`config.mk`:
```
export PLATFORM = sky130hd
export DESIGN_NAME = vpu_iter_stage
export DESIGN_NICKNAME = d
export VERILOG_FILES = /design/src/hdl/vpu_pkg.sv /design/src/hdl/vpu_iter_stage.sv
export SDC_FILE = /design/constraint.sdc
export NUM_CORES = 1
export LEC_CHECK = 0
export ABC_AREA = 1
export BUFFER_PORTS_ARGS = -buffer_cell sky130_fd_sc_hd__buf_2
export CAP_MARGIN = 10
export CORE_UTILIZATION = 30
export DETAILED_ROUTE_END_ITERATION = 8
export PLACE_DENSITY_LB_ADDON = 0.15
export RECOVER_POWER = 50
export REMOVE_ABC_BUFFERS = 1
export SYNTH_ARGS = -nofsm -noshare
export SYNTH_HDL_FRONTEND = slang
export SYNTH_SLANG_ARGS = --single-unit
```
`constraint.sdc`:
```
create_clock -name clk -period 3.3 [get_ports clk]
set_input_delay 0.33 -clock clk [delete_from_list [all_inputs] [get_ports clk]]
set_output_delay 0.33 -clock clk [all_outputs]
set_load 0.02 [all_outputs]
```
`src/hdl/vpu_pkg.sv`:
```
package vpu_pkg;

  localparam int CompW       = 16;
  localparam int SqrtBits    = 16;
  localparam int CordicSteps = 18;
  localparam int RemW        = 34;
  localparam int AccW        = 64;
  localparam int ProdW       = 48;
  localparam int CorW        = 33;
  localparam int AngW        = 26;
  localparam int TabW        = 21;
  localparam int CorShift    = 14;
  localparam int NormShift   = 28;

  localparam logic [15:0] Deg0   = 16'd0;
  localparam logic [15:0] Deg90  = 16'd11520;
  localparam logic [15:0] Deg180 = 16'd23040;
  localparam logic [15:0] Deg270 = 16'd34560;
  localparam logic [15:0] Deg360 = 16'd46080;

  typedef struct packed {
    logic                   xneg;
    logic                   yneg;
    logic                   xzero;
    logic                   yzero;
    logic [31:0]            s;
    logic [SqrtBits-1:0]    root;
    logic [RemW-1:0]        rrem;
    logic [SqrtBits-1:0]    tx;
    logic [SqrtBits-1:0]    ty;
    logic [AccW-1:0]        rx;
    logic [AccW-1:0]        ry;
    logic [ProdW-1:0]       qx;
    logic [ProdW-1:0]       qy;
    logic signed [CorW-1:0] cx;
    logic signed [CorW-1:0] cy;
    logic signed [AngW-1:0] cz;
  } vpu_work_t;

  function automatic logic [TabW-1:0] atan_step(input logic [4:0] i);
    logic [TabW-1:0] v;
    case (i)
      5'd0:    v = 21'd1474560;
      5'd1:    v = 21'd870484;
      5'd2:    v = 21'd459940;
      5'd3:    v = 21'd233473;
      5'd4:    v = 21'd117189;
      5'd5:    v = 21'd58652;
      5'd6:    v = 21'd29333;
      5'd7:    v = 21'd14667;
      5'd8:    v = 21'd7334;
      5'd9:    v = 21'd3667;
      5'd10:   v = 21'd1833;
      5'd11:   v = 21'd917;
      5'd12:   v = 21'd458;
      5'd13:   v = 21'd229;
      5'd14:   v = 21'd115;
      5'd15:   v = 21'd57;
      5'd16:   v = 21'd29;
      5'd17:   v = 21'd14;
      default: v = '0;
    endcase
    return v;
  endfunction

endpackage

```
`src/hdl/vpu_iter_stage.sv`:
```
module vpu_iter_stage #(
  parameter int STEP = 0
) (
  input  logic                 clk,
  input  logic                 rst_n,
  input  logic                 in_valid,
  input  vpu_pkg::vpu_work_t   in_work,
  output logic                 out_valid_r,
  output vpu_pkg::vpu_work_t   out_work_r
);

  localparam bit DoDigit = STEP < vpu_pkg::SqrtBits;
  localparam int Bit     = DoDigit ? vpu_pkg::SqrtBits - 1 - STEP : 0;

  logic [vpu_pkg::TabW-1:0] atan_v;
  logic [vpu_pkg::RemW-1:0] trial_root;
  logic [vpu_pkg::AccW-1:0] trial_x, trial_y;
  logic signed [vpu_pkg::CorW-1:0] dx, dy;
  vpu_pkg::vpu_work_t work_nxt;

  always_comb begin
    atan_v     = vpu_pkg::atan_step(5'(STEP));
    dx         = in_work.cy >>> STEP;
    dy         = in_work.cx >>> STEP;
    trial_root = (vpu_pkg::RemW'(in_work.root) << (Bit + 1))
               + (vpu_pkg::RemW'(1) << (2 * Bit));
    trial_x    = (vpu_pkg::AccW'(in_work.qx) << (Bit + 1))
               + (vpu_pkg::AccW'(in_work.s) << (2 * Bit));
    trial_y    = (vpu_pkg::AccW'(in_work.qy) << (Bit + 1))
               + (vpu_pkg::AccW'(in_work.s) << (2 * Bit));
    work_nxt   = in_work;

    if (in_work.cy > 0) begin
      work_nxt.cx = in_work.cx + dx;
      work_nxt.cy = in_work.cy - dy;
      work_nxt.cz = in_work.cz + vpu_pkg::AngW'(atan_v);
    end else begin
      work_nxt.cx = in_work.cx - dx;
      work_nxt.cy = in_work.cy + dy;
      work_nxt.cz = in_work.cz - vpu_pkg::AngW'(atan_v);
    end

    if (DoDigit) begin
      if (in_work.rrem >= trial_root) begin
        work_nxt.rrem      = in_work.rrem - trial_root;
        work_nxt.root[Bit] = 1'b1;
      end
      if (trial_x <= in_work.rx) begin
        work_nxt.rx      = in_work.rx - trial_x;
        work_nxt.qx      = in_work.qx + (vpu_pkg::ProdW'(in_work.s) << Bit);
        work_nxt.tx[Bit] = 1'b1;
      end
      if (trial_y <= in_work.ry) begin
        work_nxt.ry      = in_work.ry - trial_y;
        work_nxt.qy      = in_work.qy + (vpu_pkg::ProdW'(in_work.s) << Bit);
        work_nxt.ty[Bit] = 1'b1;
      end
    end
  end

  always_ff @(posedge clk) begin
    if (!rst_n) begin
      out_valid_r <= 1'b0;
    end else begin
      out_valid_r <= in_valid;
    end
  end

  always_ff @(posedge clk) begin
    out_work_r <= work_nxt;
  end

endmodule

```
# Yosys cells after proc, flatten, opt, wreduce, memory -nomap -nowiden

Cells that the tools add are included.
Widths: inputs -> output; s select.

Bits in registers: 435
Output and inout bits: 435
Word-level logic and storage cells: 43

Add/sub/neg operators: 13
Order comparisons: 4
Multiplexer cells: 6

Operators by type and width:

| operator               | number |
|---|---|
| $add 64x62->64         | 2 |
| $le 64x64->1           | 2 |
| $mux 64                | 2 |
| $sub 64x64->64         | 2 |
| $add 48x47->48         | 2 |
| $mux 48                | 2 |
| $mux 92                | 1 |
| $sub 33x33->33         | 2 |
| $ge 34x33->1           | 1 |
| $mux 34                | 1 |
| $sub 34x33->34         | 1 |
| $add 32x31->33 const B | 1 |
| $add 33x33->33         | 1 |
| $gt 33x1->1 const B    | 1 |
| $add 26x21->26 const B | 1 |
| $sub 26x21->26 const B | 1 |

# Longest topological paths before layout

Depth in word-level cells: 3
Gate-level depth with buffers: 25
Gate-level depth less buffers: 24

# Worst setup path after synthesis

No wires, ideal clock.

Kind: input to register
From: input in_work[154] (netlist bit)
To: register out_work_r[310] (netlist bit)
Library setup time: 0.113 ns
Data arrival time: 3.231 ns
Path slack: -0.044 ns
Cell stages on the path: 22
Buffers on the path: 2
Cells stage by stage: ha_1 fa_1 nand3_1 nand2_1 a21oi_1 o21ai_0 nand3_1 nand2_1 nand2_1 nand2_1 ha_1 nand2_1 inv_2 nand2_1 nand2_1 o21bai_1 a21oi_4 nand3_4 buf_6 buf_6 nand3_1 nand2_1

RTL lines:

| item                   | line                 | text |
|---|---|---|
| start: declaration     | vpu_iter_stage.sv:7  | `input vpu_pkg::vpu_work_t in_work,` |
| end signal: assignment | vpu_iter_stage.sv:70 | `out_work_r <= work_nxt;` |
| end: declaration       | vpu_iter_stage.sv:9  | `output vpu_pkg::vpu_work_t out_work_r` |

# Final worst setup path

From: input in_work[406] (netlist bit)
To: register out_work_r[347] (netlist bit)

Cells in the longest elaborated chain, start to end: 2

Ends and longest elaborated chain:

| item           | line                 | text |
|---|---|---|
| $add 64x62->64 | vpu_iter_stage.sv:28 | `+ (vpu_pkg::AccW'(in_work.s) << (2 * Bit));` |
| $le 64x64->1   | vpu_iter_stage.sv:48 | `if (trial_x <= in_work.rx) begin` |

Every way passes these cells.
A chain may end at the register's enable or synchronous reset.

==> impl_metrics.ini <==
[floorplan]
die_h_um = 353
coreArea_mm2 = 0.122
row_count = 128
initial_core_util = 0.303
io_pins = 872
die_w_um = 353
die_area_mm2 = 0.125

[global_routing]
grt_pass1_wl_um = 285000
grt_pass1_vias = 44196
track_usage = 0.306
antenna_found_initial = 36
overflow = 0
grt_max_degree = 70

[yosys]
async_flop_share = 0
synth_warnings = 0
yosys-top-cells-area = dfxtp_1, nand2_1, ha_1, inv_1, nor2_1
synth_top_family_by_area = simple AND/OR/NAND/NOR gates
synth_xor_area_frac = 0.0415
yosysTopAreaCellShare = 0.235
syn_inst = 6186
synth.distinct_cells = 43
avgSynthCellArea_um2 = 5.97
synthAdderAreaFrac = 0.123
synth_top_flop_cell = dfxtp_1
ys_seq_elements = 434
synthMuxAreaShare = 0
post-synth-top-area-cell = dfxtp_1
syn-cell-area_mm2 = 0.0370
yosys.area_share.simple = 0.371
synth_edf_count = 0
synth-compound-area-share = 0.103
ys_seq_area_frac = 0.235

[detailed_routing]
drt_iter0_drc = 2905
wl_met1_um = 86500
drt_first_pass_iters = 8
routed-wl-met3_um = 12600
wl_met2_um = 93500
avgViaCountPerCell = 4.72
top_layer = met5
wl_um = 202000
antenna_left = 0
routedWlPerCell_um = 20.9
drc = 0
num_vias = 45806

[power]
intPower_mw = 15.8
power.switching_mw = 11.6
leakagePower_nw = 29.4
clkPwrFrac = 0.273
sw_frac_of_total = 0.423
seqPwrFrac = 0.243
vdd_ir_drop_max_mv = 0.425
p_comb_frac = 0.484
p_per_area_mw_per_mm2 = 501

[critical_path]
max_stage_delay_ps = 360
cp_cell_sequence = buf_4 -> ha_2 -> a21oi_1 -> o21ai_1 -> buf_4 -> a21oi_1 -> nand2_2 -> buf_4 -> xnor2_1 -> ha_1 -> nand2_1 -> nand2_1 -> nand2_1 -> nand3_1 -> a21oi_1 -> nand2_1 -> nand2_2 -> nand3_4 -> buf_12 -> clkbuf_16 -> or2_1
end_kind = flop
critPathLaunchType = input pin
worstPathRequired_ps = 3890
path_common_cell = nand2_1
path_max_fanout = 23
crit_path_top_delay_cell = ha_2
cp_data_arrival_time_ps = 3880
crit_type = in2reg

[sta]
hold_viol = 0
relSlewSlack = 0.466
setup_ws_ps = 11.8
fin_crit_ps = 3290
setup_viol = 0
setup_tns_ps = 0
min_period_over_period = 0.996
max_freq_mhz = 304
slew_viol_final = 0
worstMarginPinSlew_ps = 801

[placed_design]
placed_area_mm2 = 0.0481
place_hpwl_um = 170000
place_ws_ps = -905
numPortBuffers = 871
routabilityCongestion = 0.999
dpl.cell_count = 9262

[clock_tree]
clock-sinks = 434
numCtsBuffers = 60
cts_tree = yes
clk_pin_slew_ps = 60
root_buffer = clkbuf_16
cts_max_level = 2
clockBufferDepth = 3

[final_layout]
final_cells = 9706
seq_area_mm2 = 0.00869
postLayoutCellArea_mm2 = 0.0546
final_cell_mix = nand2_1, inv_1, buf_4
n_fill_cell = 13263
multi_input_area_mm2 = 0.0248
final_common_cell = nand2_1
drive_gt1_frac = 0.196
fin_nets = 8819
syn_to_final_growth_pct = 47.9

[hold_path]
hp-class = in2reg
hp-start = in_work[175]
holdPathEnd = out_work_r[175]$_DFF_P_
holdPathStages = 4

[job]
max_cap_violations = 0

[status]
status = finished, final reports clean
timing repair:
action | 4_1_cts | 5_1_grt
endpoints found under the hold margin | 287 | 1
setup buffers | 3 | 16
cloned | 3 | 14
resized for setup | 24 | 270
endpoints found under the setup margin | 129 | 164
hold buffers | 288 | 1
pin swaps | 3 | 54
stage by stage:
stage	util	hold WS, ps	total power, mW
final	0.448	50.6	27.4
after global routing	0.448	16.6	28.8
after CTS	0.438	0.236	27.0
after detailed placement	0.394	434	18.9
after global placement	0.394	432	19.0
after floorplan	-	358	13.0
synthesized netlist by cell type, types with 16 or more instances:
cell type and count:
a21o_1 16, a21oi_1 340, buf_6 20, clkbuf_1 47, dfxtp_1 434, ha_1 347, inv_1 1076, nand2_1 2082
nand3_1 390, nand3b_1 43, nand4_1 155, nor2_1 524, nor3_1 71, o21ai_0 209, o21ai_1 97, o21bai_1 33
xnor2_1 42, xor2_1 133
cells by family after synthesis:
family | after synthesis
simple gates | 3310
buf+inv | 1186
xor+xnor | 175
fa+ha+maj | 358
flops | 434
compound gates | 723
power groups by stage:
stage / logic [mW] / clock network (mW) / registers (mW)
finish: 13.2 / 7.47 / 6.65
global route: 14.3 / 7.82 / 6.71
CTS: 12.7 / 7.63 / 6.64
detailed placement: 12.2 / 0 / 6.74
global placement: 12.2 / 0 / 6.78
floorplan: 5.35 / 0 / 7.68
worst max path at each step:
stage	startpoint	end	slack [ps]	cells after the start
finish	in_work[406]	out_work_r[347]$_SDFF_PP1_	10	21
global route	in_work[403]	out_work_r[347]$_SDFF_PP1_	-70	21
CTS	in_work[401]	out_work_r[232]$_DFF_P_	0.2	22
detailed placement	in_work[402]	out_work_r[244]$_DFF_P_	-910	23
global placement	in_work[402]	out_work_r[212]$_DFF_P_	-880	22
floorplan	in_work[106]	out_work_r[331]$_SDFF_PP1_	-1910	19
layout make-up:
class,count,share of cell area
repair buffers,1865,0.233
flip-flops and latches,434,0.159
clock buffers,78,0.0309
multi-input cells,4567,0.454
inverters,1096,0.0753
diodes,10,0.000458
clock inverters,31,0.0102
well taps,1625,0.0372
sequential cells by signal (all words and copies together), names as in the netlist:
name         cells
out_work_r     433
out_valid_r      1
layer usage:
layer | vias up | global-route usage
li1 | 23180 | -
met1 | 20823 | 0.382
met2 | 1443 | 0.518
met3 | 326 | 0.0539
met4 | 34 | 0.128
met5 | - | 0
critical path, delay by kind of cell:
kind / cells / cell delay [ps]
fa+ha+maj: 2 / 680
buf+inv: 5 / 910
simple gates: 9 / 990
compound gates: 4 / 650
xor+xnor: 1 / 270
(Power assumes the default switching activity.)
