`config.mk`:
```
export PLATFORM = sky130hd
export DESIGN_NAME = vpu_front
export DESIGN_NICKNAME = d
export VERILOG_FILES = /design/src/hdl/vpu_pkg.sv /design/src/hdl/vpu_front.sv
export SDC_FILE = /design/constraint.sdc
export NUM_CORES = 1
export LEC_CHECK = 0
export ABC_AREA = 1
export BUFFER_PORTS_ARGS = -buffer_cell sky130_fd_sc_hd__buf_2
export CORE_ASPECT_RATIO = 0.7
export CORE_MARGIN = 3
export CORE_UTILIZATION = 63
export CTS_CLUSTER_DIAMETER = 200
export DETAILED_ROUTE_END_ITERATION = 10
export PLACE_DENSITY = 0.88
export SYNTH_ARGS = -nofsm -noshare
export SYNTH_HDL_FRONTEND = slang
export SYNTH_SLANG_ARGS = --single-unit
```
`constraint.sdc`:
```
create_clock -name clk -period 10.1 [get_ports clk]
set_clock_uncertainty 0.2 [all_clocks]
set_input_delay 1.515 -clock clk [delete_from_list [all_inputs] [get_ports clk]]
set_output_delay 1.515 -clock clk [all_outputs]
set_load 0.1 [all_outputs]
```
`src/hdl/vpu_pkg.sv`:
```
package vpu_pkg;

  localparam int CompW       = 16;
  localparam int SqrtBits    = 16;
  localparam int CordicSteps = 18;
  localparam int RemW        = 34;
  localparam int AccW        = 64;
  localparam int ProdW       = 48;
  localparam int CorW        = 33;
  localparam int AngW        = 26;
  localparam int TabW        = 21;
  localparam int CorShift    = 14;
  localparam int NormShift   = 28;

  localparam logic [15:0] Deg0   = 16'd0;
  localparam logic [15:0] Deg90  = 16'd11520;
  localparam logic [15:0] Deg180 = 16'd23040;
  localparam logic [15:0] Deg270 = 16'd34560;
  localparam logic [15:0] Deg360 = 16'd46080;

  typedef struct packed {
    logic                   xneg;
    logic                   yneg;
    logic                   xzero;
    logic                   yzero;
    logic [31:0]            s;
    logic [SqrtBits-1:0]    root;
    logic [RemW-1:0]        rrem;
    logic [SqrtBits-1:0]    tx;
    logic [SqrtBits-1:0]    ty;
    logic [AccW-1:0]        rx;
    logic [AccW-1:0]        ry;
    logic [ProdW-1:0]       qx;
    logic [ProdW-1:0]       qy;
    logic signed [CorW-1:0] cx;
    logic signed [CorW-1:0] cy;
    logic signed [AngW-1:0] cz;
  } vpu_work_t;

  function automatic logic [TabW-1:0] atan_step(input logic [4:0] i);
    logic [TabW-1:0] v;
    case (i)
      5'd0:    v = 21'd1474560;
      5'd1:    v = 21'd870484;
      5'd2:    v = 21'd459940;
      5'd3:    v = 21'd233473;
      5'd4:    v = 21'd117189;
      5'd5:    v = 21'd58652;
      5'd6:    v = 21'd29333;
      5'd7:    v = 21'd14667;
      5'd8:    v = 21'd7334;
      5'd9:    v = 21'd3667;
      5'd10:   v = 21'd1833;
      5'd11:   v = 21'd917;
      5'd12:   v = 21'd458;
      5'd13:   v = 21'd229;
      5'd14:   v = 21'd115;
      5'd15:   v = 21'd57;
      5'd16:   v = 21'd29;
      5'd17:   v = 21'd14;
      default: v = '0;
    endcase
    return v;
  endfunction

endpackage

```
`src/hdl/vpu_front.sv`:
```
module vpu_front (
  input  logic                    clk,
  input  logic                    rst_n,
  input  logic                    in_valid,
  input  logic signed [15:0]      vec_x,
  input  logic signed [15:0]      vec_y,
  output logic                    out_valid_r,
  output vpu_pkg::vpu_work_t      out_work_r
);

  logic        v1_r, v2_r;
  logic [15:0] ax1_r, ay1_r, ax2_r, ay2_r;
  logic [3:0]  flg1_r, flg2_r;
  logic [31:0] sqx2_r, sqy2_r;
  logic [15:0] ax_nxt, ay_nxt;
  logic [31:0] s_nxt;
  vpu_pkg::vpu_work_t work_nxt;

  always_comb begin
    ax_nxt = vec_x[15] ? 16'(-vec_x) : 16'(vec_x);
    ay_nxt = vec_y[15] ? 16'(-vec_y) : 16'(vec_y);
  end

  always_comb begin
    s_nxt            = sqx2_r + sqy2_r;
    work_nxt         = '0;
    work_nxt.xneg    = flg2_r[3];
    work_nxt.yneg    = flg2_r[2];
    work_nxt.xzero   = flg2_r[1];
    work_nxt.yzero   = flg2_r[0];
    work_nxt.s       = s_nxt;
    work_nxt.rrem    = vpu_pkg::RemW'(s_nxt);
    work_nxt.rx      = vpu_pkg::AccW'(sqx2_r) << vpu_pkg::NormShift;
    work_nxt.ry      = vpu_pkg::AccW'(sqy2_r) << vpu_pkg::NormShift;
    work_nxt.cx      = vpu_pkg::CorW'(ax2_r) << vpu_pkg::CorShift;
    work_nxt.cy      = vpu_pkg::CorW'(ay2_r) << vpu_pkg::CorShift;
  end

  always_ff @(posedge clk) begin
    if (!rst_n) begin
      v1_r        <= 1'b0;
      v2_r        <= 1'b0;
      out_valid_r <= 1'b0;
    end else begin
      v1_r        <= in_valid;
      v2_r        <= v1_r;
      out_valid_r <= v2_r;
    end
  end

  always_ff @(posedge clk) begin
    ax1_r      <= ax_nxt;
    ay1_r      <= ay_nxt;
    flg1_r     <= {vec_x[15], vec_y[15], vec_x == '0, vec_y == '0};
    sqx2_r     <= ax1_r * ax1_r;
    sqy2_r     <= ay1_r * ay1_r;
    ax2_r      <= ax1_r;
    ay2_r      <= ay1_r;
    flg2_r     <= flg1_r;
    out_work_r <= work_nxt;
  end

endmodule

```
* Yosys cells after proc, flatten, opt, wreduce, memory -nomap -nowiden
Index checks and enable logic that the tools add are counted.
Operators by class: $add $sub $neg 3, $mul 2, multiplexer cells 2, reductions and logical operators 2
Operator list (count):
- multiplier 16 x 16 -> 32 bit | 2
- adder 32 bit | 1
- zero test 16 bit | 2
- negation 16 bit | 2
- 2-to-1 mux 15 bit | 2
Word-level totals: register bits 271, input port bits 35, output and inout port bits 435, word-level logic and storage cells 31

* Longest topological paths before layout
Gate-level depths: netlist (run 1).
depth after elaboration 2, depth in mapped cells 27, gate-level depth less buffers 25

* Least setup slack after synthesis (run 1)
OpenSTA, ideal clock, no wires.
kind flip-flop to flip-flop, start point register ax1_r[8], end point register sqx2_r[31], library setup time 0.112 ns, arrival time 5.128 ns, required time 9.788 ns, slack 4.660 ns, stages on the path, launching flop included 24, path buffers 2, period minus slack after synthesis 5.440 ns, path through dfxtp_1 clkbuf_1 clkbuf_1 nand2_1 fa_1 inv_1 fa_1 inv_1 fa_1 inv_1 fa_1 fa_1 inv_1 fa_1 inv_1 ha_1 nand2_1 inv_2 a21oi_1 nand3_1 nand2_1 nand2_1 nand2_1 nand2_1
Between the ends: word-level cells in the longest chain between the ends 1
RTL lines:
- from (decl) | RTL line vpu_front.sv:12 | logic [15:0] ax1_r, ay1_r, ax2_r, ay2_r;
- from (signal assigned) | RTL line vpu_front.sv:52 | ax1_r <= ax_nxt;
- multiplier 16 x 16 -> 32 bit | RTL line vpu_front.sv:55 | sqx2_r <= ax1_r * ax1_r;
- to (signal assigned) | RTL line vpu_front.sv:55
- to (decl) | RTL line vpu_front.sv:14 | logic [31:0] sqx2_r, sqy2_r;
Every way passes these cells. A chain may end at the register's enable or synchronous reset.

* Worst setup path in the final report (run 1)
start point register ay1_r[8], end point register sqy2_r[31]
Between the ends: word-level cells in the longest chain between the ends 1
RTL lines:
- from (decl) | RTL line vpu_front.sv:12
- from (signal assigned) | RTL line vpu_front.sv:53 | ay1_r <= ay_nxt;
- multiplier 16 x 16 -> 32 bit | RTL line vpu_front.sv:56 | sqy2_r <= ay1_r * ay1_r;
- to (signal assigned) | RTL line vpu_front.sv:56
- to (decl) | RTL line vpu_front.sv:14
Every way passes these cells.

==> reports/qor.yml, run 1 <==
outcome: "completed"
die_w_um: 252
dr.pass1.iters: 6
wl_um: 60900
cts_buffers: 27
synthTopCellsByArea: "fa_1, dfxtp_1, inv_1"
fin_setup_tns_ns: 0
cp.required_ns: 10.38
worst_pin_slew_ns: 0.929
fmax_ghz: 0.161
cts_tree: "yes"
dpl_cell_area_um2: 26700
ctsHoldBuffers: 0
grt_start_max_net_pins: 21
finalMaxSlewViolations: 0
finalSetupViolCount: 0
clockRootBuffer: "clkbuf_16"
track_usage_pct: 27.5
portBuffers: 197
yosysMostFrequentCell: "inv_1"
nets: 4136
dp_hpwl_um: 51300
synth_xor_area_share_pct: 2.96
synth_sequential_area_ratio_pct: 19.8
hp-class: "flop to flop"
relSlewSlack_pct: 38.0
finish.utilization_pct: 66.8
drive_gt1_share_pct: 8.48
synth_seq_cells: 263
synth_top_area_share_pct: 24.4
grt-ovfl-total: 0
fillCellCount: 3357
globalplace.congestion: 1.00
end_kind: "flop"
synth_top_area_cell: "fa_1"
critical_path_class: "flop to flop"
netlist_instances: 3414
synth_cell_types: 31
clk_pin_slew_ns: 0.07
area.growth.synth_to_final_pct: 3.94
synth_fa_ha_area_share_pct: 35.4
clkLatencyLatePin_ns: 0.57
ios: 470
drc: 0
synth.avg_cell_area_um2: 7.79
stdcell_area_um2: 27600
vias: 19968
muxShareOfSynthArea_pct: 0
routedWlPerCell_um: 14.8
crit_arrival_ns: 6.51
synth_compound_area_share_pct: 2.04
synth_edf_count: 0
antenna_found_initial: 4
cp_max_fo: 17
vias_per_cell: 4.86
rows: 62
synth_top_family_by_area: "adder cells"
die_y_um: 178
yosysWarnings: 0
crit_path_start_kind: "flop"
dieArea_um2: 44700
clockBufferDepth: 3
ys_async_sr_fraction_pct: 0
synth_flop_cell: "dfxtp_1"
fin_crit_sh_pct: 61.7
synthTopCellsByCount: "inv_1, nand2_1, fa_1"
grt_pass1_wl_um: 97800
syn_area_um2: 26600
grt_pass1_vias: 19410
final_antenna_net_count: 0
start_util_pct: 64.3
cap_violations: 0
synth-simple-area-share_pct: 18.0
cts_resized: 0
h-tree-depth: 1
drt_iter0_drc: 1572
min_period_ns: 6.23
hold_viol: 0
rsz0062_at_grt: "false"
cts.sinks: 263
core_um2: 41300
post_cts_buffers: 0
==> per-layer routing <==
metal	share of wire (%)	wire [um]	GRT usage, %
met5	0.062	38	0
met4	4.0	2420	9.95
met3	9.9	6010	6.20
met2	43	26200	41.8
met1	43	26200	38.8
==> area by class of cell <==
cell class                 instances  area, um^2  area share, %
multi-input combinational       2185       16500           59.9
sequential                       263        5270           19.1
inverter                         868        3260           11.8
timing repair buffer             199        1000           3.62
clock buffer                      30         697           2.52
tap                              544         681           2.46
clock inverter                    18         188          0.679
antenna                            1        2.50        0.00905
==> final timing paths <==
| kind | start | end | slack [ns] | cells after the start |
|---|---|---|---|---|
| setup / recovery | ay1_r[8]$_DFF_P_ | sqy2_r[31]$_DFF_P_ | 3.87 | 21 |
| hold / removal | ay2_r[13]$_DFF_P_ | out_work_r[53]$_DFF_P_ | 0.13 | 0 |
| setup reg to reg | ay1_r[8]$_DFF_P_ | sqy2_r[31]$_DFF_P_ | 3.87 | 21 |
| hold reg to reg | ay2_r[13]$_DFF_P_ | out_work_r[53]$_DFF_P_ | 0.13 | 0 |
==> state kept, by name, indices dropped and copies added, names as in the netlist <==
register     flops
v1_r             1
v2_r             1
out_work_r     128
ax2_r           16
ax1_r           16
sqy2_r          30
ay1_r           16
flg2_r           4
flg1_r           4
ay2_r           16
sqx2_r          30
out_valid_r      1
==> cells by family (layout without fill, tap and decap cells) <==
family	Yosys count	in the layout
AOI/OAI and AO/OA	94	94
xor gates and xnor gates	90	90
adders and majority gates	557	557
other	1	273
DFF	263	263
and+or+nand+nor	1172	1172
buffers and inverters	1237	1115
==> through the flow <==
stage | hold WS [ns] | instances | worst slack (ns)
final | 0.126 | 4108 | 3.87
after global routing | 0.131 | 4108 | 3.63
after CTS | 0.127 | 4107 | 4.01
after detailed placement | 0.112 | 4059 | 4.02
after global placement | 0.110 | 4059 | 4.18
after floorplan | 0.110 | 3685 | 4.66
==> placed cells by master (no fill, tap or decap), drive strengths merged <==
| cell type | Yosys | final |
|---|---|---|
| a21o | 1 | 1 |
| a21oi | 60 | 60 |
| a31o | 2 | 2 |
| and2 | 2 | 2 |
| buf | 310 | 199 |
| bufinv | 0 | 2 |
| clkbuf | 59 | 30 |
| clkinv | 0 | 5 |
| clkinvlp | 0 | 6 |
| conb | 1 | 272 |
| dfxtp | 263 | 263 |
| diode | 0 | 1 |
| fa | 324 | 324 |
| ha | 233 | 233 |
| inv | 868 | 873 |
| nand2 | 859 | 859 |
| nand3 | 105 | 105 |
| nand3b | 4 | 4 |
| nand4 | 20 | 20 |
| nor2 | 148 | 148 |
| nor3 | 25 | 25 |
| nor4 | 2 | 2 |
| o21ai | 14 | 14 |
| o21bai | 17 | 17 |
| or2 | 7 | 7 |
| xnor2 | 11 | 11 |
| xor2 | 79 | 79 |
==> worst max-delay path, stage by stage (launching register included) <==
cell and delay (ns):
dfxtp_1 0.90, nand2_1 0.22, fa_1 0.56, inv_1 0.05, fa_1 0.49, inv_1 0.06, fa_1 0.54, inv_1 0.05
fa_1 0.45, fa_1 0.50, inv_1 0.05, fa_1 0.48, inv_1 0.04, ha_1 0.33, nand2_2 0.13, inv_1 0.06
a21oi_1 0.30, nand3_1 0.34, nand2_1 0.20, nand2_1 0.07, nand2_1 0.06, nand2_1 0.04
Power of run 1 is not shown: default switching activity piles up to over one toggle a cycle in this logic, so the estimate is an artifact.
==> run 2: changes to the inputs <==
- CORE_UTILIZATION: 63 -> 53
- PLACE_DENSITY: 0.88 -> 0.79
- clock period: 10.1 -> 5.1 ns (I/O delays scaled with it)
==> reports/qor.yml, run 2 (synthesized netlist as in run 1, its figures left out) <==
fin_setup_tns_ns: -3.80  # was 0 ns
area.growth.synth_to_final_pct: 20.3  # was 3.94%
hold_viol: 0  # unchanged
reg.largest.list: "out_work_r (128), sqx2_r (30), sqy2_r (30)"  # unchanged
clkLatencyLatePin_ns: 0.58  # was 0.57 ns
critical_path_class: "flop to flop"  # unchanged
min-delay-start: "vec_y[0]"  # was ay2_r[13]$_DFF_P_
regMostFlops: "out_work_r"  # unchanged
portBuffers: 197  # unchanged
routedWlPerCell_um: 15.2  # was 14.8 um
largest_register_ff_count: 128  # unchanged
antenna_found_initial: 3  # was 4
crit_arrival_ns: 5.54  # was 6.51 ns
rsz0062_at_grt: "true"  # was false
worst_pin_slew_ns: 0.532  # was 0.929 ns
layout_setup_ws_ns: -0.173  # was 3.87 ns
cts_buffers: 27  # unchanged
drt_iter0_drc: 1790  # was 1572
fin_crit_sh_pct: 103  # was 61.7%
use_met1_pct: 36.5  # was 38.8%
h-tree-depth: 1  # unchanged
rr_startpoint: "ay1_r[10]$_DFF_P_"  # was ay1_r[8]$_DFF_P_
multi_input_area_um2: 18300  # was 16500 um^2
dp_hpwl_um: 53200  # was 51300 um
finish.utilization_pct: 65.6  # was 66.8%
fmax_ghz: 0.190  # was 0.161 GHz
dp_slack_ns: -0.459  # was 4.02 ns
final_common_cell: "inv_1"  # unchanged
met3_usage_pct: 5.40  # was 6.20%
grt_busiest_layer: "met2"  # unchanged
outcome: "finished, violations left"  # was completed
end_kind: "flop"  # unchanged
die_y_um: 193  # was 178 um
start_util_pct: 54.6  # was 64.3%
globalplace.congestion: 0.972  # was 1.00
violations: "setup timing"
clockRootBuffer: "clkbuf_16"  # unchanged
die_w_um: 274  # was 252 um
min_period_ns: 5.27  # was 6.23 ns
hold_slack_ns: 0.114  # was 0.126 ns
drive_gt1_share_pct: 24.6  # was 8.48%
nets: 4404  # was 4136
relSlewSlack_pct: 64.8  # was 38.0%
vias: 21153  # was 19968
wl_um: 68100  # was 60900 um
finalMaxSlewViolations: 0  # unchanged
cts.sinks: 263  # unchanged
ios: 470  # unchanged
drc: 0  # unchanged
ctsHoldBuffers: 0  # unchanged
finalSetupViolCount: 38  # was 0
track_usage_pct: 24.8  # was 27.5%
gr-usage-met2_pct: 36.8  # was 41.8%
crit_path_start_kind: "flop"  # unchanged
grt-ovfl-total: 0  # unchanged
cap_violations: 0  # unchanged
cts_tree: "yes"  # unchanged
dr.pass1.iters: 8  # was 6
grt_pass1_vias: 20610  # was 19410
vias_per_cell: 4.71  # was 4.86
cp.required_ns: 5.37  # was 10.38 ns
regArea_um2: 5360  # was 5270 um^2
rows: 67  # was 62
fillCellCount: 3785  # was 3357
clockBufferDepth: 3  # unchanged
final_cell_mix: "inv_1, nand2_1, fa_1"  # unchanged
final_antenna_net_count: 0  # unchanged
dieArea_um2: 52900  # was 44700 um^2
startpoint: "ay1_r[10]$_DFF_P_"  # was ay1_r[8]$_DFF_P_
cp_max_fo: 6  # was 17
core_um2: 48700  # was 41300 um^2
grt_pass1_wl_um: 106000  # was 97800 um
hp-class: "primary input to flop"  # was flop to flop
grt_start_max_net_pins: 18  # was 21
clk_pin_slew_ns: 0.07  # about the same
[run 2: worst paths after layout]
path | end | slack [ns] | cells past startpoint
worst min register to register | flg2_r[3]$_DFF_P_ | 0.12 | 0
worst max register to register | sqy2_r[16]$_DFF_P_ | -0.17 | 24
worst max-delay path | sqy2_r[16]$_DFF_P_ | -0.17 | 24
worst min-delay path | ay1_r[0]$_DFF_P_ | 0.11 | 1
[run 2: critical path: stages, from the launching register on]
cell and delay, ns:
dfxtp_4 0.39, buf_8 0.16, nand2_2 0.07, inv_2 0.04, fa_1 0.49, inv_1 0.06, fa_1 0.51, inv_2 0.04
fa_1 0.49, inv_1 0.05, fa_1 0.48, inv_1 0.05, fa_1 0.47, inv_1 0.05, fa_1 0.49, inv_2 0.04
ha_4 0.25, nand2_4 0.13, inv_2 0.06, a21oi_4 0.19, buf_6 0.13, nor2_1 0.03, nor2_1 0.10, nand2_1 0.07
xor2_1 0.13
[run 2: per-stage QoR]
stage,area (um^2),instances
4_1_cts,30900,4463
3_3_place_gp,28700,4384
2_1_floorplan,28000,3685
5_1_grt,32000,4488
6_report,32000,4489
3_5_place_dp,28700,4384
[run 2: area by class of cell]
| cell class | count | share of cell area (%) |
|---|---|---|
| clock buffers | 29 | 2.17 |
| clock inverters | 21 | 0.650 |
| repair buffers | 467 | 10.2 |
| well taps | 655 | 2.56 |
| flip-flops and latches | 263 | 16.8 |
| diodes | 1 | 0.00783 |
| inverters | 868 | 10.3 |
| multi-input cells | 2185 | 57.3 |
[run 2: timing repair]
action,4_1_cts,5_1_grt
pin swaps,119,125
gates cloned,0,0
gates resized for setup,305,233
buffers inserted,29,25
setup endpoints to repair,45,45
endpoints found under the hold margin,0,0
[run 2: per-layer routing]
metal  part of all wire (%)  vias to the layer above
met5                  0.021                        -
met3                     10                      102
met1                     44                     9964
met2                     43                      945
li1                       -                    10140
met4                    2.7                        2
Power of run 2 is left out for the same reason.
