[src/hdl/vpu_pkg.sv]
package vpu_pkg;

  localparam int CompW       = 16;
  localparam int SqrtBits    = 16;
  localparam int CordicSteps = 18;
  localparam int RemW        = 34;
  localparam int AccW        = 64;
  localparam int ProdW       = 48;
  localparam int CorW        = 33;
  localparam int AngW        = 26;
  localparam int TabW        = 21;
  localparam int CorShift    = 14;
  localparam int NormShift   = 28;

  localparam logic [15:0] Deg0   = 16'd0;
  localparam logic [15:0] Deg90  = 16'd11520;
  localparam logic [15:0] Deg180 = 16'd23040;
  localparam logic [15:0] Deg270 = 16'd34560;
  localparam logic [15:0] Deg360 = 16'd46080;

  typedef struct packed {
    logic                   xneg;
    logic                   yneg;
    logic                   xzero;
    logic                   yzero;
    logic [31:0]            s;
    logic [SqrtBits-1:0]    root;
    logic [RemW-1:0]        rrem;
    logic [SqrtBits-1:0]    tx;
    logic [SqrtBits-1:0]    ty;
    logic [AccW-1:0]        rx;
    logic [AccW-1:0]        ry;
    logic [ProdW-1:0]       qx;
    logic [ProdW-1:0]       qy;
    logic signed [CorW-1:0] cx;
    logic signed [CorW-1:0] cy;
    logic signed [AngW-1:0] cz;
  } vpu_work_t;

  function automatic logic [TabW-1:0] atan_step(input logic [4:0] i);
    logic [TabW-1:0] v;
    case (i)
      5'd0:    v = 21'd1474560;
      5'd1:    v = 21'd870484;
      5'd2:    v = 21'd459940;
      5'd3:    v = 21'd233473;
      5'd4:    v = 21'd117189;
      5'd5:    v = 21'd58652;
      5'd6:    v = 21'd29333;
      5'd7:    v = 21'd14667;
      5'd8:    v = 21'd7334;
      5'd9:    v = 21'd3667;
      5'd10:   v = 21'd1833;
      5'd11:   v = 21'd917;
      5'd12:   v = 21'd458;
      5'd13:   v = 21'd229;
      5'd14:   v = 21'd115;
      5'd15:   v = 21'd57;
      5'd16:   v = 21'd29;
      5'd17:   v = 21'd14;
      default: v = '0;
    endcase
    return v;
  endfunction

endpackage

[src/hdl/vpu_back.sv]
module vpu_back (
  input  logic                 clk,
  input  logic                 rst_n,
  input  logic                 in_valid,
  input  vpu_pkg::vpu_work_t   in_work,
  output logic                 out_valid_r,
  output logic [15:0]          out_magnitude_r,
  output logic [15:0]          out_angle_deg_r,
  output logic signed [15:0]   out_unit_x_r,
  output logic signed [15:0]   out_unit_y_r,
  output logic                 out_zero_vector_r
);

  logic signed [vpu_pkg::AngW-1:0] zr;
  logic [15:0] q, ang_nxt, mag_nxt, ux, uy;
  logic        zero;

  always_comb begin
    zero = in_work.xzero & in_work.yzero;
    zr   = (in_work.cz + vpu_pkg::AngW'(128)) >>> 8;
    if (zr < 0) begin
      q = '0;
    end else if (zr > $signed({1'b0, vpu_pkg::AngW'(vpu_pkg::Deg90)})) begin
      q = vpu_pkg::Deg90;
    end else begin
      q = zr[15:0];
    end

    if (in_work.xzero) begin
      ang_nxt = in_work.yneg ? vpu_pkg::Deg270 : vpu_pkg::Deg90;
    end else if (in_work.yzero) begin
      ang_nxt = in_work.xneg ? vpu_pkg::Deg180 : vpu_pkg::Deg0;
    end else if (!in_work.xneg && !in_work.yneg) begin
      ang_nxt = q;
    end else if (in_work.xneg && !in_work.yneg) begin
      ang_nxt = vpu_pkg::Deg180 - q;
    end else if (in_work.xneg) begin
      ang_nxt = vpu_pkg::Deg180 + q;
    end else if (q == '0) begin
      ang_nxt = vpu_pkg::Deg0;
    end else begin
      ang_nxt = vpu_pkg::Deg360 - q;
    end

    mag_nxt = in_work.root
            + 16'(in_work.rrem > vpu_pkg::RemW'(in_work.root));
    ux = in_work.tx + 16'((in_work.rx << 2)
       >= vpu_pkg::AccW'(in_work.s) + (vpu_pkg::AccW'(in_work.qx) << 2));
    uy = in_work.ty + 16'((in_work.ry << 2)
       >= vpu_pkg::AccW'(in_work.s) + (vpu_pkg::AccW'(in_work.qy) << 2));
    if (in_work.xneg) ux = 16'(-ux);
    if (in_work.yneg) uy = 16'(-uy);
    if (zero) begin
      ux = '0;
      uy = '0;
    end
  end

  always_ff @(posedge clk) begin
    if (!rst_n) begin
      out_valid_r <= 1'b0;
    end else begin
      out_valid_r <= in_valid;
    end
  end

  always_ff @(posedge clk) begin
    out_magnitude_r   <= mag_nxt;
    out_angle_deg_r   <= ang_nxt;
    out_unit_x_r      <= ux;
    out_unit_y_r      <= uy;
    out_zero_vector_r <= zero;
  end

endmodule

[config.mk]
export PLATFORM = sky130hd
export DESIGN_NAME = vpu_back
export DESIGN_NICKNAME = d
export VERILOG_FILES = /design/src/hdl/vpu_pkg.sv /design/src/hdl/vpu_back.sv
export SDC_FILE = /design/constraint.sdc
export NUM_CORES = 1
export LEC_CHECK = 0
export ABC_AREA = 1
export ABC_CLOCK_PERIOD_IN_PS = 6350
export BUFFER_PORTS_ARGS = -buffer_cell sky130_fd_sc_hd__clkbuf_2
export CELL_PAD_IN_SITES_DETAIL_PLACEMENT = 1
export CELL_PAD_IN_SITES_GLOBAL_PLACEMENT = 1
export CORE_UTILIZATION = 29
export DETAILED_ROUTE_END_ITERATION = 8
export HOLD_SLACK_MARGIN = 0.15
export PLACE_DENSITY = 0.75
export SLEW_MARGIN = 25
export SYNTH_ARGS = -nofsm -noshare
export SYNTH_HDL_FRONTEND = slang
export SYNTH_SLANG_ARGS = --single-unit
[constraint.sdc]
create_clock -name clk -period 6.35 [get_ports clk]
set_clock_uncertainty 0.15 [all_clocks]
set_input_delay 0.635 -clock clk [delete_from_list [all_inputs] [get_ports clk]]
set_output_delay 0.635 -clock clk [all_outputs]
set_load 0.02 [all_outputs]
# After elaboration in Yosys (flattened, before gate mapping)
# Cells that the tools add are included.
# totals
word_cells	40
output_inout_bits	66
ff_bits	66
inputBits	437
# op_classes
reduce_logical	5
bitwise_logic	1
mux	12
add_sub_neg	11
n_lt_le_gt_ge	5
# op_table
operator	n
$mux W16	11
$ge A64 B51 Y1	2
$add A32 B50 Y51	2
$add A16 B1 Y16	3
$gt A34 B16 Y1	1
$neg A16 Y16	2
$add A26 B9 Y26 const B	1
$gt A18 B15 Y1 const B	1
$lt A18 B1 Y1 const B	1
$add A15 B16 Y16 const A	1
$logic_not A16 Y1	1
$sub A15 B16 Y16 const A	1
$sub A16 B16 Y16 const A	1
$mux W15	1
$logic_and A1 B1 Y1	2
$logic_not A1 Y1	2
$and A1 B1 Y1	1

# Logic depth before layout (Yosys ltp)
# Gate-level depths: netlist of run 1.
# depth
depth_word	11
ltp_mapped	43
mapped_depth_nobuf	43

# Least setup slack after synthesis of run 1
# No wires, ideal clock.
# synth_timing
path_type	input to register
start	in in_work[92] (netlist bit)
end	reg out_unit_y_r[15]
setup_ns	0.070
arrival_time_ns	6.179
slack_ns	-0.049
n_path_buf	0
t_required_ns	6.130
path_stages	38
cell_sequence	ha_1 inv_1 fa_1 o21ai_0 nand3_1 nand2_1 nand2_1 nand2_1 nand3_1 nand2_1 a21oi_1 o21bai_1 a21oi_1 o21ai_0 nand2_1 xor2_1 ha_1 nand2_1 [2 not listed] o21ai_0 a21oi_1 o21ai_0 a31oi_1 o21ai_0 ha_1 ha_1 inv_1 nor3_1 nand3_1 nor3_1 nand3_1 xor2_1 nor2_1 nand2_1 o31ai_1 o21ai_0 a21oi_1
# synth_between
elab_chain_len	5
# synth_lines
element	line_no	text
start: declaration	vpu_back.sv:5	input vpu_pkg::vpu_work_t in_work,
$add A32 B50 Y51 (*)	vpu_back.sv:50	>= vpu_pkg::AccW'(in_work.s) + (vpu_pkg::AccW'(in_work.qy) << 2));
$ge A64 B51 Y1 (*)	vpu_back.sv:50	
$add A16 B1 Y16 (*)	vpu_back.sv:49	uy = in_work.ty + 16'((in_work.ry << 2)
$neg A16 Y16	vpu_back.sv:52	if (in_work.yneg) uy = 16'(-uy);
$mux W16 (*)	vpu_back.sv:52	
end signal: assignment	vpu_back.sv:71	out_unit_y_r <= uy;
end: declaration	vpu_back.sv:10	output logic signed [15:0] out_unit_y_r,
# Mark *: on every way between the ends. The rest lies on a longest branch, timed or not.
# A chain may end at the register's enable or synchronous reset.

# Final worst setup path of run 1
# layout_timing
start	in in_work[400] (netlist bit)
end	reg out_unit_y_r[15]
# Same word-level chain as after synthesis.

==> results of run 1 <==
stage by stage:
| step | hold slack [ns] | area, sq um | setup WS, ns |
|---|---|---|---|
| after detailed placement | 0.7095 | 15090 | -1.065 |
| final | 0.3640 | 16590 | 0.07320 |
| after floorplan | 0.5777 | 10940 | 0.05681 |
| after CTS | 0.3499 | 15730 | -0.01542 |
| after global placement | 0.6671 | 15090 | -1.000 |
| after global routing | 0.3661 | 16580 | -0.3800 |
synth_stat cells (11+ instances only):
| cell type | count | area [sq um] |
|---|---|---|
| a21oi_1 | 164 | 820.8 |
| and3_1 | 11 | 68.82 |
| dfxtp_1 | 66 | 1321 |
| ha_1 | 188 | 2352 |
| inv_1 | 210 | 788.3 |
| nand2_1 | 354 | 1329 |
| nand3_1 | 93 | 465.5 |
| nand4_1 | 38 | 237.7 |
| nor2_1 | 173 | 649.4 |
| nor3_1 | 58 | 290.3 |
| nor4_1 | 15 | 93.84 |
| o21ai_0 | 86 | 430.4 |
| o21bai_1 | 11 | 82.58 |
| xnor2_1 | 44 | 385.4 |
| xor2_1 | 88 | 770.7 |
cells by family after synthesis:
group / synth area share [%]
AO/OA/AOI/OAI: 16.83
XOR/XNOR: 10.56
adder cells (fa/ha/maj): 21.86
buffers and inverters: 7.831
flip-flops: 12.07
AND/OR/NAND/NOR: 30.84
timing repair:
item / CTS / global route
resized for setup: 68 / 160
setup buffers: 15 / 22
pin swaps: 36 / 104
endpoints found under the hold margin: 0 / 0
setup endpoints to repair: 20 / 20
area by class of cell:
type | count | share of cell area, %
Clock inverter | 6 | 0.5430
Antenna cell | 5 | 0.07541
Tap cell | 504 | 3.801
Timing Repair Buffer | 650 | 23.27
Inverter | 215 | 4.940
Clock buffer | 10 | 1.380
Multi-Input combinational cell | 1423 | 58.02
Sequential cell | 66 | 7.964
metal layers:
layer  up-vias  track usage, %  part of all wire, %  wire length (microns)
met5         -               0                0.096                     50
met4         6           10.04                  4.3                   2257
met3       127           4.607                  5.2                   2689
met2       430           44.47                   51                  26300
met1      6824           27.93                   40                  20780
li1       7104               -                    -                      -
worst max-delay path by stage:
stage / startpoint / to / slack, ns / depth (start not counted)
after global routing: in_work[408] / out_unit_y_r[15] / -0.38 / 42
after detailed placement: in_work[400] / out_unit_x_r[15] / -1.06 / 44
after floorplan: in_work[92] / out_unit_y_r[15] / 0.06 / 38
after global placement: in_work[400] / out_unit_x_r[15] / -1.00 / 44
final: in_work[400] / out_unit_y_r[15] / 0.07 / 43
after CTS: in_work[400] / out_unit_x_r[15] / -0.02 / 41
report_power, final:
part           internal (mW)  leakage (nW)  switching, mW
registers              0.448         0.553         0.0105
logic                  0.582          7.95          0.756
clock network          0.345         0.153          0.195
total                   1.37          8.66          0.961
critical path, delay by kind of cell:
kind                       cells  cell delay, ns
and+or+nand+nor               17            1.83
AOI/OAI and AO/OA             11            1.56
xor gates and xnor gates       2            0.37
buffers and inverters          8            0.74
adders and majority gates      5            1.18
sequential cells by signal, summed over array words and instances, names as in the netlist:
signal	cells
out_angle_deg_r	16
out_magnitude_r	16
out_unit_x_r	16
out_unit_y_r	16
out_valid_r	1
out_zero_vector_r	1
==> impl_results.md, run 1 <==
- Status: finished clean
- Final HPWL DP: approximately 42,000 microns
- Die Wd: 196.3 microns
- Setup_tns: 0 ns
- Clk root buf: clkbuf_16
- Final std cells w/o fill: around 2.9k
- Final Hold Vio Count: 0
- Worst rel slew slack: 41.72%
- Hold EP: out_magnitude_r[14]
- Drt pass-1 iters: 5
- DRC Markers: 0
- Initial core utilization: approximately 30%
- Cell area after synthesis: 0.01094 sq mm
- Critical Path AT: 6.35 ns
- CP Launch Type: input pin
- Setup violations, final: 0
- Remaining global-route overflow: 0
- First-pass GRT wire length: 75,600 microns
- Vias in the first global route: between 15k and 20k
- Largest net degree at the start of global routing: 29
- Pins Over Slew Limit: 0
- Synth Net Count: roughly 2.3k
- Worst path slowest cell: fa_2
- Via density: 5.033
- Most frequent cells in the layout: clkbuf_2 (422), nand2_1 (333), buf_4 (219)
- Clk buf depth: 2
- Critical path type: in -> reg
- Pleak: slightly below 9 nW
- Avg Inst Size Synth: between 6 and 7 sq um
- Register area: 0.001321 sq mm
- RSZ-0062 raised after global routing: true
- Core area: 0.03687 sq mm
- Ports: a little over 500
- VDD IR max: about 0.12 mV
- Die height: approximately 200 microns
- Actual slew at the worst max-slew pin: roughly 0.87 ns
- Total Wirelength: approximately 52,000 microns
- Initial antenna violation count: 7
- Register area share after synthesis: between 10% and 20%
- TritonCTS clock tree: yes
- CTS sink count: 66
- Hold crit path type: in -> reg
- Post-layout util: 44.99%
- Type of destination of the critical path: flop
- CTS Hold Bufs: 0
- Yosys reg bits: between 60 and 70
- Share of layout cells above drive strength 1: roughly 36%
- GP Congestion: 0.9246
- DP Cell Count: between 2k and 3k
- Reg clk slew, reported paths: approximately 0.060 ns
- Critical hold path startpoint: in_work[396]
- Crit-path max FO: 4
- Synth Flop Type: dfxtp_1
- Row count: 70
- Crit share post-route: between 90% and 100%
- TritonCTS Buffers: 9
- EDFF count, synth: 0
- Die footprint: a little under 0.04 sq mm
- Maxcap violations: 0
- Port Buffer Count: about 430
- Overall Global Routing Usage: 24.50%
- Asr flop ratio synth: 0%
- Area of the multi-input gates: ~0.0096 sq mm
- PwrDens: 140.8 mW/mm^2
- Achievable Freq: around 0.16 GHz
- Slowest stage delay, CP: between 0.4 and 0.5 ns
- DRT iter0 DRCs: between 400 and 500
- Ys Warns: 0
- Area growth syn-to-layout: 51.59%
- Distinct cells, synth: 53
- Mapped Cells: approximately 1.7k
- Routed length per instance: about 18 microns
- # fillers: 4,912
- Min Tclk post-route: between 6 and 7 ns
- CTS HTree Levels: 3
- Total power: 2.336 mW
- Nets: 2,992
- Hold path cells: 2
- Most used cell, CP: nand2_2
- Commonest non-fill, non-tap cell in the layout: clkbuf_2
- DR vias: approximately 14k
- Critical Path RT: between 6 and 7 ns
- Detail Route Antenna Nets: 0
Note: power is estimated with default switching activity, not from simulation.
==> run 2: changes to the inputs <==
Settings changed: ABC_CLOCK_PERIOD_IN_PS 6350 to not set, CORE_ASPECT_RATIO set to 1.25.
==> run 2 against run 1 <==
  * The run now ends with setup timing left
  * First-iteration DRC count up 37%
  * Total power increased by 1.4%
  * Sequential share of layout area shrank 0.22 points
  * Clock power decreased by 11%
  * Count of clock-buffer cells in the layout unchanged
  * Critical path depth down 2
  * Non-clock buffer count increased by 53
  * Utilization increased by 0.92 points
  * Die area hardly changed
  * Setup slack worse by 0.21 ns
==> impl_results.md, run 2 (synthesis gave the netlist of run 1 again) <==
- Post-layout util: 45.92%
- Worst rel slew slack: approximately 47%
- Hold crit path type: in -> reg
- # fillers: ~4.9k
- Overall Global Routing Usage: 24.76%
- Nets: slightly above 3k
- Maxcap violations: 0
- DRC Markers: 0
- Crit share post-route: 102.2%
- Commonest non-fill, non-tap cell in the layout: clkbuf_2
- Most frequent cells in the layout: clkbuf_2 (422), nand2_1 (330), buf_4 (268)
- Largest net degree at the start of global routing: 29
- Met3 wire len: 3236 microns
- Row count: 79
- Worst path slowest cell: ha_1
- WL met2: about 30,000 microns
- GP Congestion: roughly 0.92
- Drt pass-1 iters: 7
- Status: complete, but fails checks
- Pins Over Slew Limit: 0
- Port Buffer Count: about 430
- DR vias: ~15k
- Die Wd: between 150 and 200 microns
- Clk root buf: clkbuf_16
- Failing checks: setup timing
- TritonCTS clock tree: yes
- Total Wirelength: around 55,000 microns
- Crit-path max FO: 4
- Die footprint: ~0.039 sq mm
- DP Cell Count: approximately 2.8k
- Final HPWL DP: approximately 43,000 microns
- Detail Route Antenna Nets: 0
- Buf+Inv Stages, Crit Path: 9
- DRT iter0 DRCs: ~670
- Remaining global-route overflow: 0
- Routed length per instance: around 19 microns
- Actual slew at the worst max-slew pin: a little under 0.8 ns
- Critical path type: in -> reg
- Clk buf depth: 2
- Hold WS: ~0.34 ns
- Type of destination of the critical path: flop
- Register area: 0.001321 sq mm
- Area of the multi-input gates: 0.009733 sq mm
- Pleak: around 8.9 nW
- Max Used Layer: met5
- Initial antenna violation count: 12
- Vias in the first global route: between 15k and 20k
- Setup_tns: -0.5153 ns
- Setup violations, final: 6
- Die height: approximately 220 microns
- PwrDens: between 100 and 150 mW/mm^2
- Min Tclk post-route: 6.488 ns
- Critical Path AT: 6.54 ns
- First-pass GRT wire length: between 70,000 and 80,000 microns
- Worst Slack Setup Final: -0.1381 ns
- Flop pwr share: approximately a fifth
- Reg clk slew, reported paths: approximately 0.060 ns
- CTS HTree Levels: 3
- VDD IR max: 0.1423 mV
- Initial core utilization: between 20% and 30%
- CTS sink count: between 60 and 70
- Combinational share of power: between 60% and 70%
- Switching share of power: between 40% and 50%
- Slowest stage delay, CP: roughly 0.41 ns
- Net switching power figure: between 1 and 1.5 mW
- Critical Path RT: between 6 and 7 ns
- Ports: about 500
- Share of layout cells above drive strength 1: between 30% and 40%
- RSZ-0062 raised after global routing: true
- Achievable Freq: 0.1541 GHz
- Final std cells w/o fill: about 3k
- Final Hold Vio Count: 0
- TritonCTS Buffers: 9
- Via density: 5.175
- Int Power: around 1.4 mW
- Core area: roughly 0.037 sq mm
- Clock Power Share: between 20% and 30%
- CP Launch Type: input pin
- DRT met1 WL: 19,700 microns
- Delay-heaviest family, CP: simple AND/OR/NAND/NOR gates
- Area growth syn-to-layout: 55.94%
- Post-place setup slack: -1.083 ns
-- run 2: final timing paths --
path / start / endpoint / slack, ns / cells after the start
min: rst_n / out_valid_r / 0.34 / 3
max: in_work[403] / out_unit_y_r[13] / -0.14 / 41
-- run 2: what timing repair did --
action                     in CTS  in global routing
hold buffers                    0                  0
setup endpoints to repair      20                 21
buffers inserted               30                 38
pin swaps                      42                127
gates resized for setup        66                201
-- run 2: cell type report --
| class | count | share of cell area (%) |
|---|---|---|
| Multi-Input combinational cell | 1423 | 57.03 |
| Antenna cell | 10 | 0.1466 |
| Inverter | 215 | 4.802 |
| Clock inverter | 6 | 0.2493 |
| Sequential cell | 66 | 7.742 |
| Timing Repair Buffer | 703 | 25.07 |
| Clock buffer | 10 | 1.400 |
| Tap cell | 486 | 3.563 |
-- run 2: routing by layer --
layer	track usage, %	vias up
met2	49.60	528
met5	0	-
met3	5.249	144
li1	-	7221
met1	24.40	7204
met4	9.275	8
-- run 2: power groups by stage --
stage / Clock (mW) / Sequential [mW] / Combinational [mW]
after floorplan: 0 / 0.508 / 0.626
after global placement: 0 / 0.467 / 1.17
after detailed placement: 0 / 0.468 / 1.22
after CTS: 0.478 / 0.459 / 1.28
after global routing: 0.499 / 0.461 / 1.56
final: 0.482 / 0.458 / 1.43
-- run 2: through the flow --
step / power (mW) / instance area [sq um]
finish: 2.369 / 17070
global route: 2.518 / 17060
CTS: 2.215 / 15970
detailed placement: 1.690 / 15230
global placement: 1.638 / 15230
floorplan: 1.134 / 10940
==> run 3: changes to the inputs <==
Settings changed: ABC_AREA 1 to not set, CORE_AREA set to 2 2 197 199, CORE_ASPECT_RATIO 1.25 to not set, CORE_UTILIZATION 29 to not set, CTS_CLUSTER_SIZE set to 20, DIE_AREA set to 0 0 199 201, PLACE_DENSITY 0.75 to 0.72.
==> run 3 against run 2 <==
  * The flow still finishes with violations (setup timing)
  * Count of clock-buffer cells in the layout shrank 1
  * Synthesized area decreased by 0.23%
  * Flip-flop and latch count stayed put
  * Routed wire length is 14% lower
  * Critical path type unchanged
  * Largest cell class unchanged
  * Highest routed layer unchanged
==> impl_results.md, run 3 <==
- DRC Markers: 0
- Critical hold path startpoint: in_valid
- Vias in the first global route: ~14k
- Hold path cells: 2
- Maxcap violations: 0
- DR vias: between 10k and 15k
- Synth area leaders: ha_1 (22%), dfxtp_1 (12%), xnor2_1 (8.3%), xor2_1 (6.3%), a21oi_1 (4.7%)
- Detail Route Antenna Nets: 0
- Grt peak-use layer: met2
- # fillers: around 4.8k
- Top-area cell type share of the netlist area: a little over a fifth
- Ys Warns: 0
- Reg clk slew, reported paths: roughly 0.060 ns
- Actual slew at the worst max-slew pin: between 0.9 and 1 ns
- Switching share of power: a little under two fifths
- Type of destination of the critical path: flop
- Largest net degree at the start of global routing: between 40 and 50
- Die Wd: about 200 microns
- Final Hold Vio Count: 0
- Asr flop ratio synth: 0%
- Int Power: ~1.5 mW
- Clk root buf: clkbuf_16
- RSZ-0062 raised after global routing: true
- Area growth syn-to-layout: 51.43%
- Distinct cells, synth: 78
- Combinational share of power: a little under three fifths
- CP Launch Type: input pin
- Crit-path max FO: 3
- Net switching power figure: just over 0.9 mW
- Worst rel slew slack: a little under two fifths
- Post-synthesis simple-gate area fraction: a little under a quarter
- Avg Inst Size Synth: roughly 7.6 sq um
- Core area: about 0.038 sq mm
- Flop pwr share: approximately 19%
- Met2 Resource Use GR: 42.72%
- Worst path slowest cell: or3b_4
- Synth Net Count: slightly above 2k
- Clk buf depth: 2
- Worst Slack Setup Final: -0.1335 ns
- Remaining global-route overflow: 0
- Initial antenna violation count: 13
- Top-count cell post-synth: ha_1
- Slowest stage delay, CP: about 0.43 ns
- First-pass GRT wire length: ~71,000 microns
- TritonCTS Buffers: 9
- DRT iter0 DRCs: ~330
- Min Tclk post-route: 6.483 ns
- Row count: approximately 70
- Most frequent cells in the layout: clkbuf_2 (421), buf_4 (228), ha_1 (169)
- Critical Path RT: ~6.4 ns
- Yosys reg bits: 66
- Mapped Cells: ~1.4k
- Met1 Use GR: 24.05%
- Compound-Gate Fraction of Synth Area: between 20% and 30%
- Port Buffer Count: ~430
- Final HPWL DP: about 40,000 microns
- Pins Over Slew Limit: 0
- Share of layout cells above drive strength 1: 39.37%
- Post-layout util: a little over two fifths
- Critical Path AT: 6.54 ns
- Total Wirelength: between 40,000 and 50,000 microns
- Failing checks: setup timing
- CTS Hold Bufs: 0
- Drt pass-1 iters: 4
- Die height: roughly 200 microns
- Hold crit path type: in -> reg
- GP Congestion: 0.9111
- Setup violations, final: 7
- Largest family of logic cells by synthesized area: simple AND/OR/NAND/NOR gates
- Mux contribution to synthesized area: less than 1%
- Via density: a little over 5
- Commonest non-fill, non-tap cell in the layout: clkbuf_2
- Nets: approximately 2.7k
- Hold EP: out_valid_r
- Initial core utilization: ~29%
- Synth Flop Type: dfxtp_1
- Post-synth top cells: ha_1 (188), nor2_1 (113), nand2_1 (108)
- Post-place setup slack: -0.9763 ns
- Routed length per instance: about 18 microns
- Overall Global Routing Usage: between 20% and 30%
- Grt met3 use: between 4 and 5%
- Cell area after synthesis: between 0.01 and 0.015 sq mm
- PwrDens: ~140 mW/mm^2
- Crit share post-route: 102.1%
- Register area share after synthesis: 12.10%
- Die footprint: between 0.03 and 0.04 sq mm
- Adder-Cell Fraction of Synth Area: a little over a fifth
- Post-synthesis xor/xnor area fraction: 14.83%
- Pleak: 8.007 nW
- Ports: between 500 and 600
- CTS sink count: 66
- CTS HTree Levels: 3
- Achievable Freq: roughly 0.15 GHz
- Hold WS: between 0.3 and 0.4 ns
- Critical path type: in -> reg
- Status: complete, but fails checks
- TritonCTS clock tree: yes
- Dominant cell type by area after synthesis: ha_1
- Clock Power Share: 24.7%
- EDFF count, synth: 0
- VDD IR max: 0.1521 mV
[run 3: final cells by class]
class	count	area (sq um)	area share, %
antenna	11	27.53	0.1665
clock buffer	9	225.2	1.362
clock inverter	7	123.9	0.7492
inverter	67	256.5	1.551
multi-input combinational	1265	10020	60.59
sequential	66	1321	7.991
tap	518	648.1	3.920
timing repair buffer	656	3914	23.67
[run 3: routing by layer]
metal	up-vias	wire, microns
met2	394	24910
li1	6538	-
met4	8	1140
met1	6307	18380
met5	-	38
met3	73	2931
[run 3: worst max path at each step]
| stage | startpoint | end | slack, ns | cells after the start |
|---|---|---|---|---|
| 2_1_floorplan | in_work[141] | out_unit_x_r[15] | -0.02 | 33 |
| 3_3_place_gp | in_work[400] | out_unit_x_r[15] | -0.91 | 31 |
| 5_1_grt | in_work[400] | out_unit_y_r[10] | -0.43 | 36 |
| 6_report | in_work[141] | out_unit_x_r[15] | -0.13 | 32 |
| 3_5_place_dp | in_work[400] | out_unit_x_r[10] | -0.98 | 36 |
| 4_1_cts | in_work[150] | out_unit_x_r[15] | -0.15 | 31 |
[run 3: cells by family (layout without fill, tap and decap cells)]
| kind of cell | count (synthesis) | in the layout |
|---|---|---|
| multiplexers | 7 | 7 |
| buffers and inverters | 106 | 739 |
| AND/OR/NAND/NOR | 506 | 506 |
| XOR/XNOR | 184 | 184 |
| flip-flops | 66 | 66 |
| AO/OA/AOI/OAI | 378 | 378 |
| other | 0 | 11 |
| adder cells (fa/ha/maj) | 190 | 190 |
[run 3: repair_timing]
item / in CTS / in global routing
endpoints found under the setup margin: 21 / 22
gates resized for setup: 72 / 82
pin swaps: 44 / 64
buffers inserted: 19 / 14
[run 3: worst max-delay path: cells and delay by family]
kind,cells,cell delay [ns]
compound gates,11,2.30
fa+ha+maj,4,1.15
simple gates,11,1.61
xor+xnor,3,0.45
buf+inv,3,0.37
[run 3: power by group through the flow]
stage | Clock [mW] | Combinational [mW] | Sequential, mW
2_1_floorplan | 0 | 0.642 | 0.515
5_1_grt | 0.620 | 1.46 | 0.464
3_5_place_dp | 0 | 1.22 | 0.470
6_report | 0.587 | 1.33 | 0.460
4_1_cts | 0.606 | 1.28 | 0.460
3_3_place_gp | 0 | 1.17 | 0.469
[run 3: through the flow]
| stage | instance area, sq um | cells | TNS (ns) | total power, mW |
|---|---|---|---|---|
| after detailed placement | 15200 | 2541 | -16.35 | 1.691 |
| after global placement | 15200 | 2541 | -13.28 | 1.643 |
| final | 16530 | 2599 | -0.4565 | 2.375 |
| after CTS | 16050 | 2575 | -0.4962 | 2.342 |
| after floorplan | 11080 | 1437 | -0.02070 | 1.157 |
| after global routing | 16530 | 2596 | -4.963 | 2.544 |
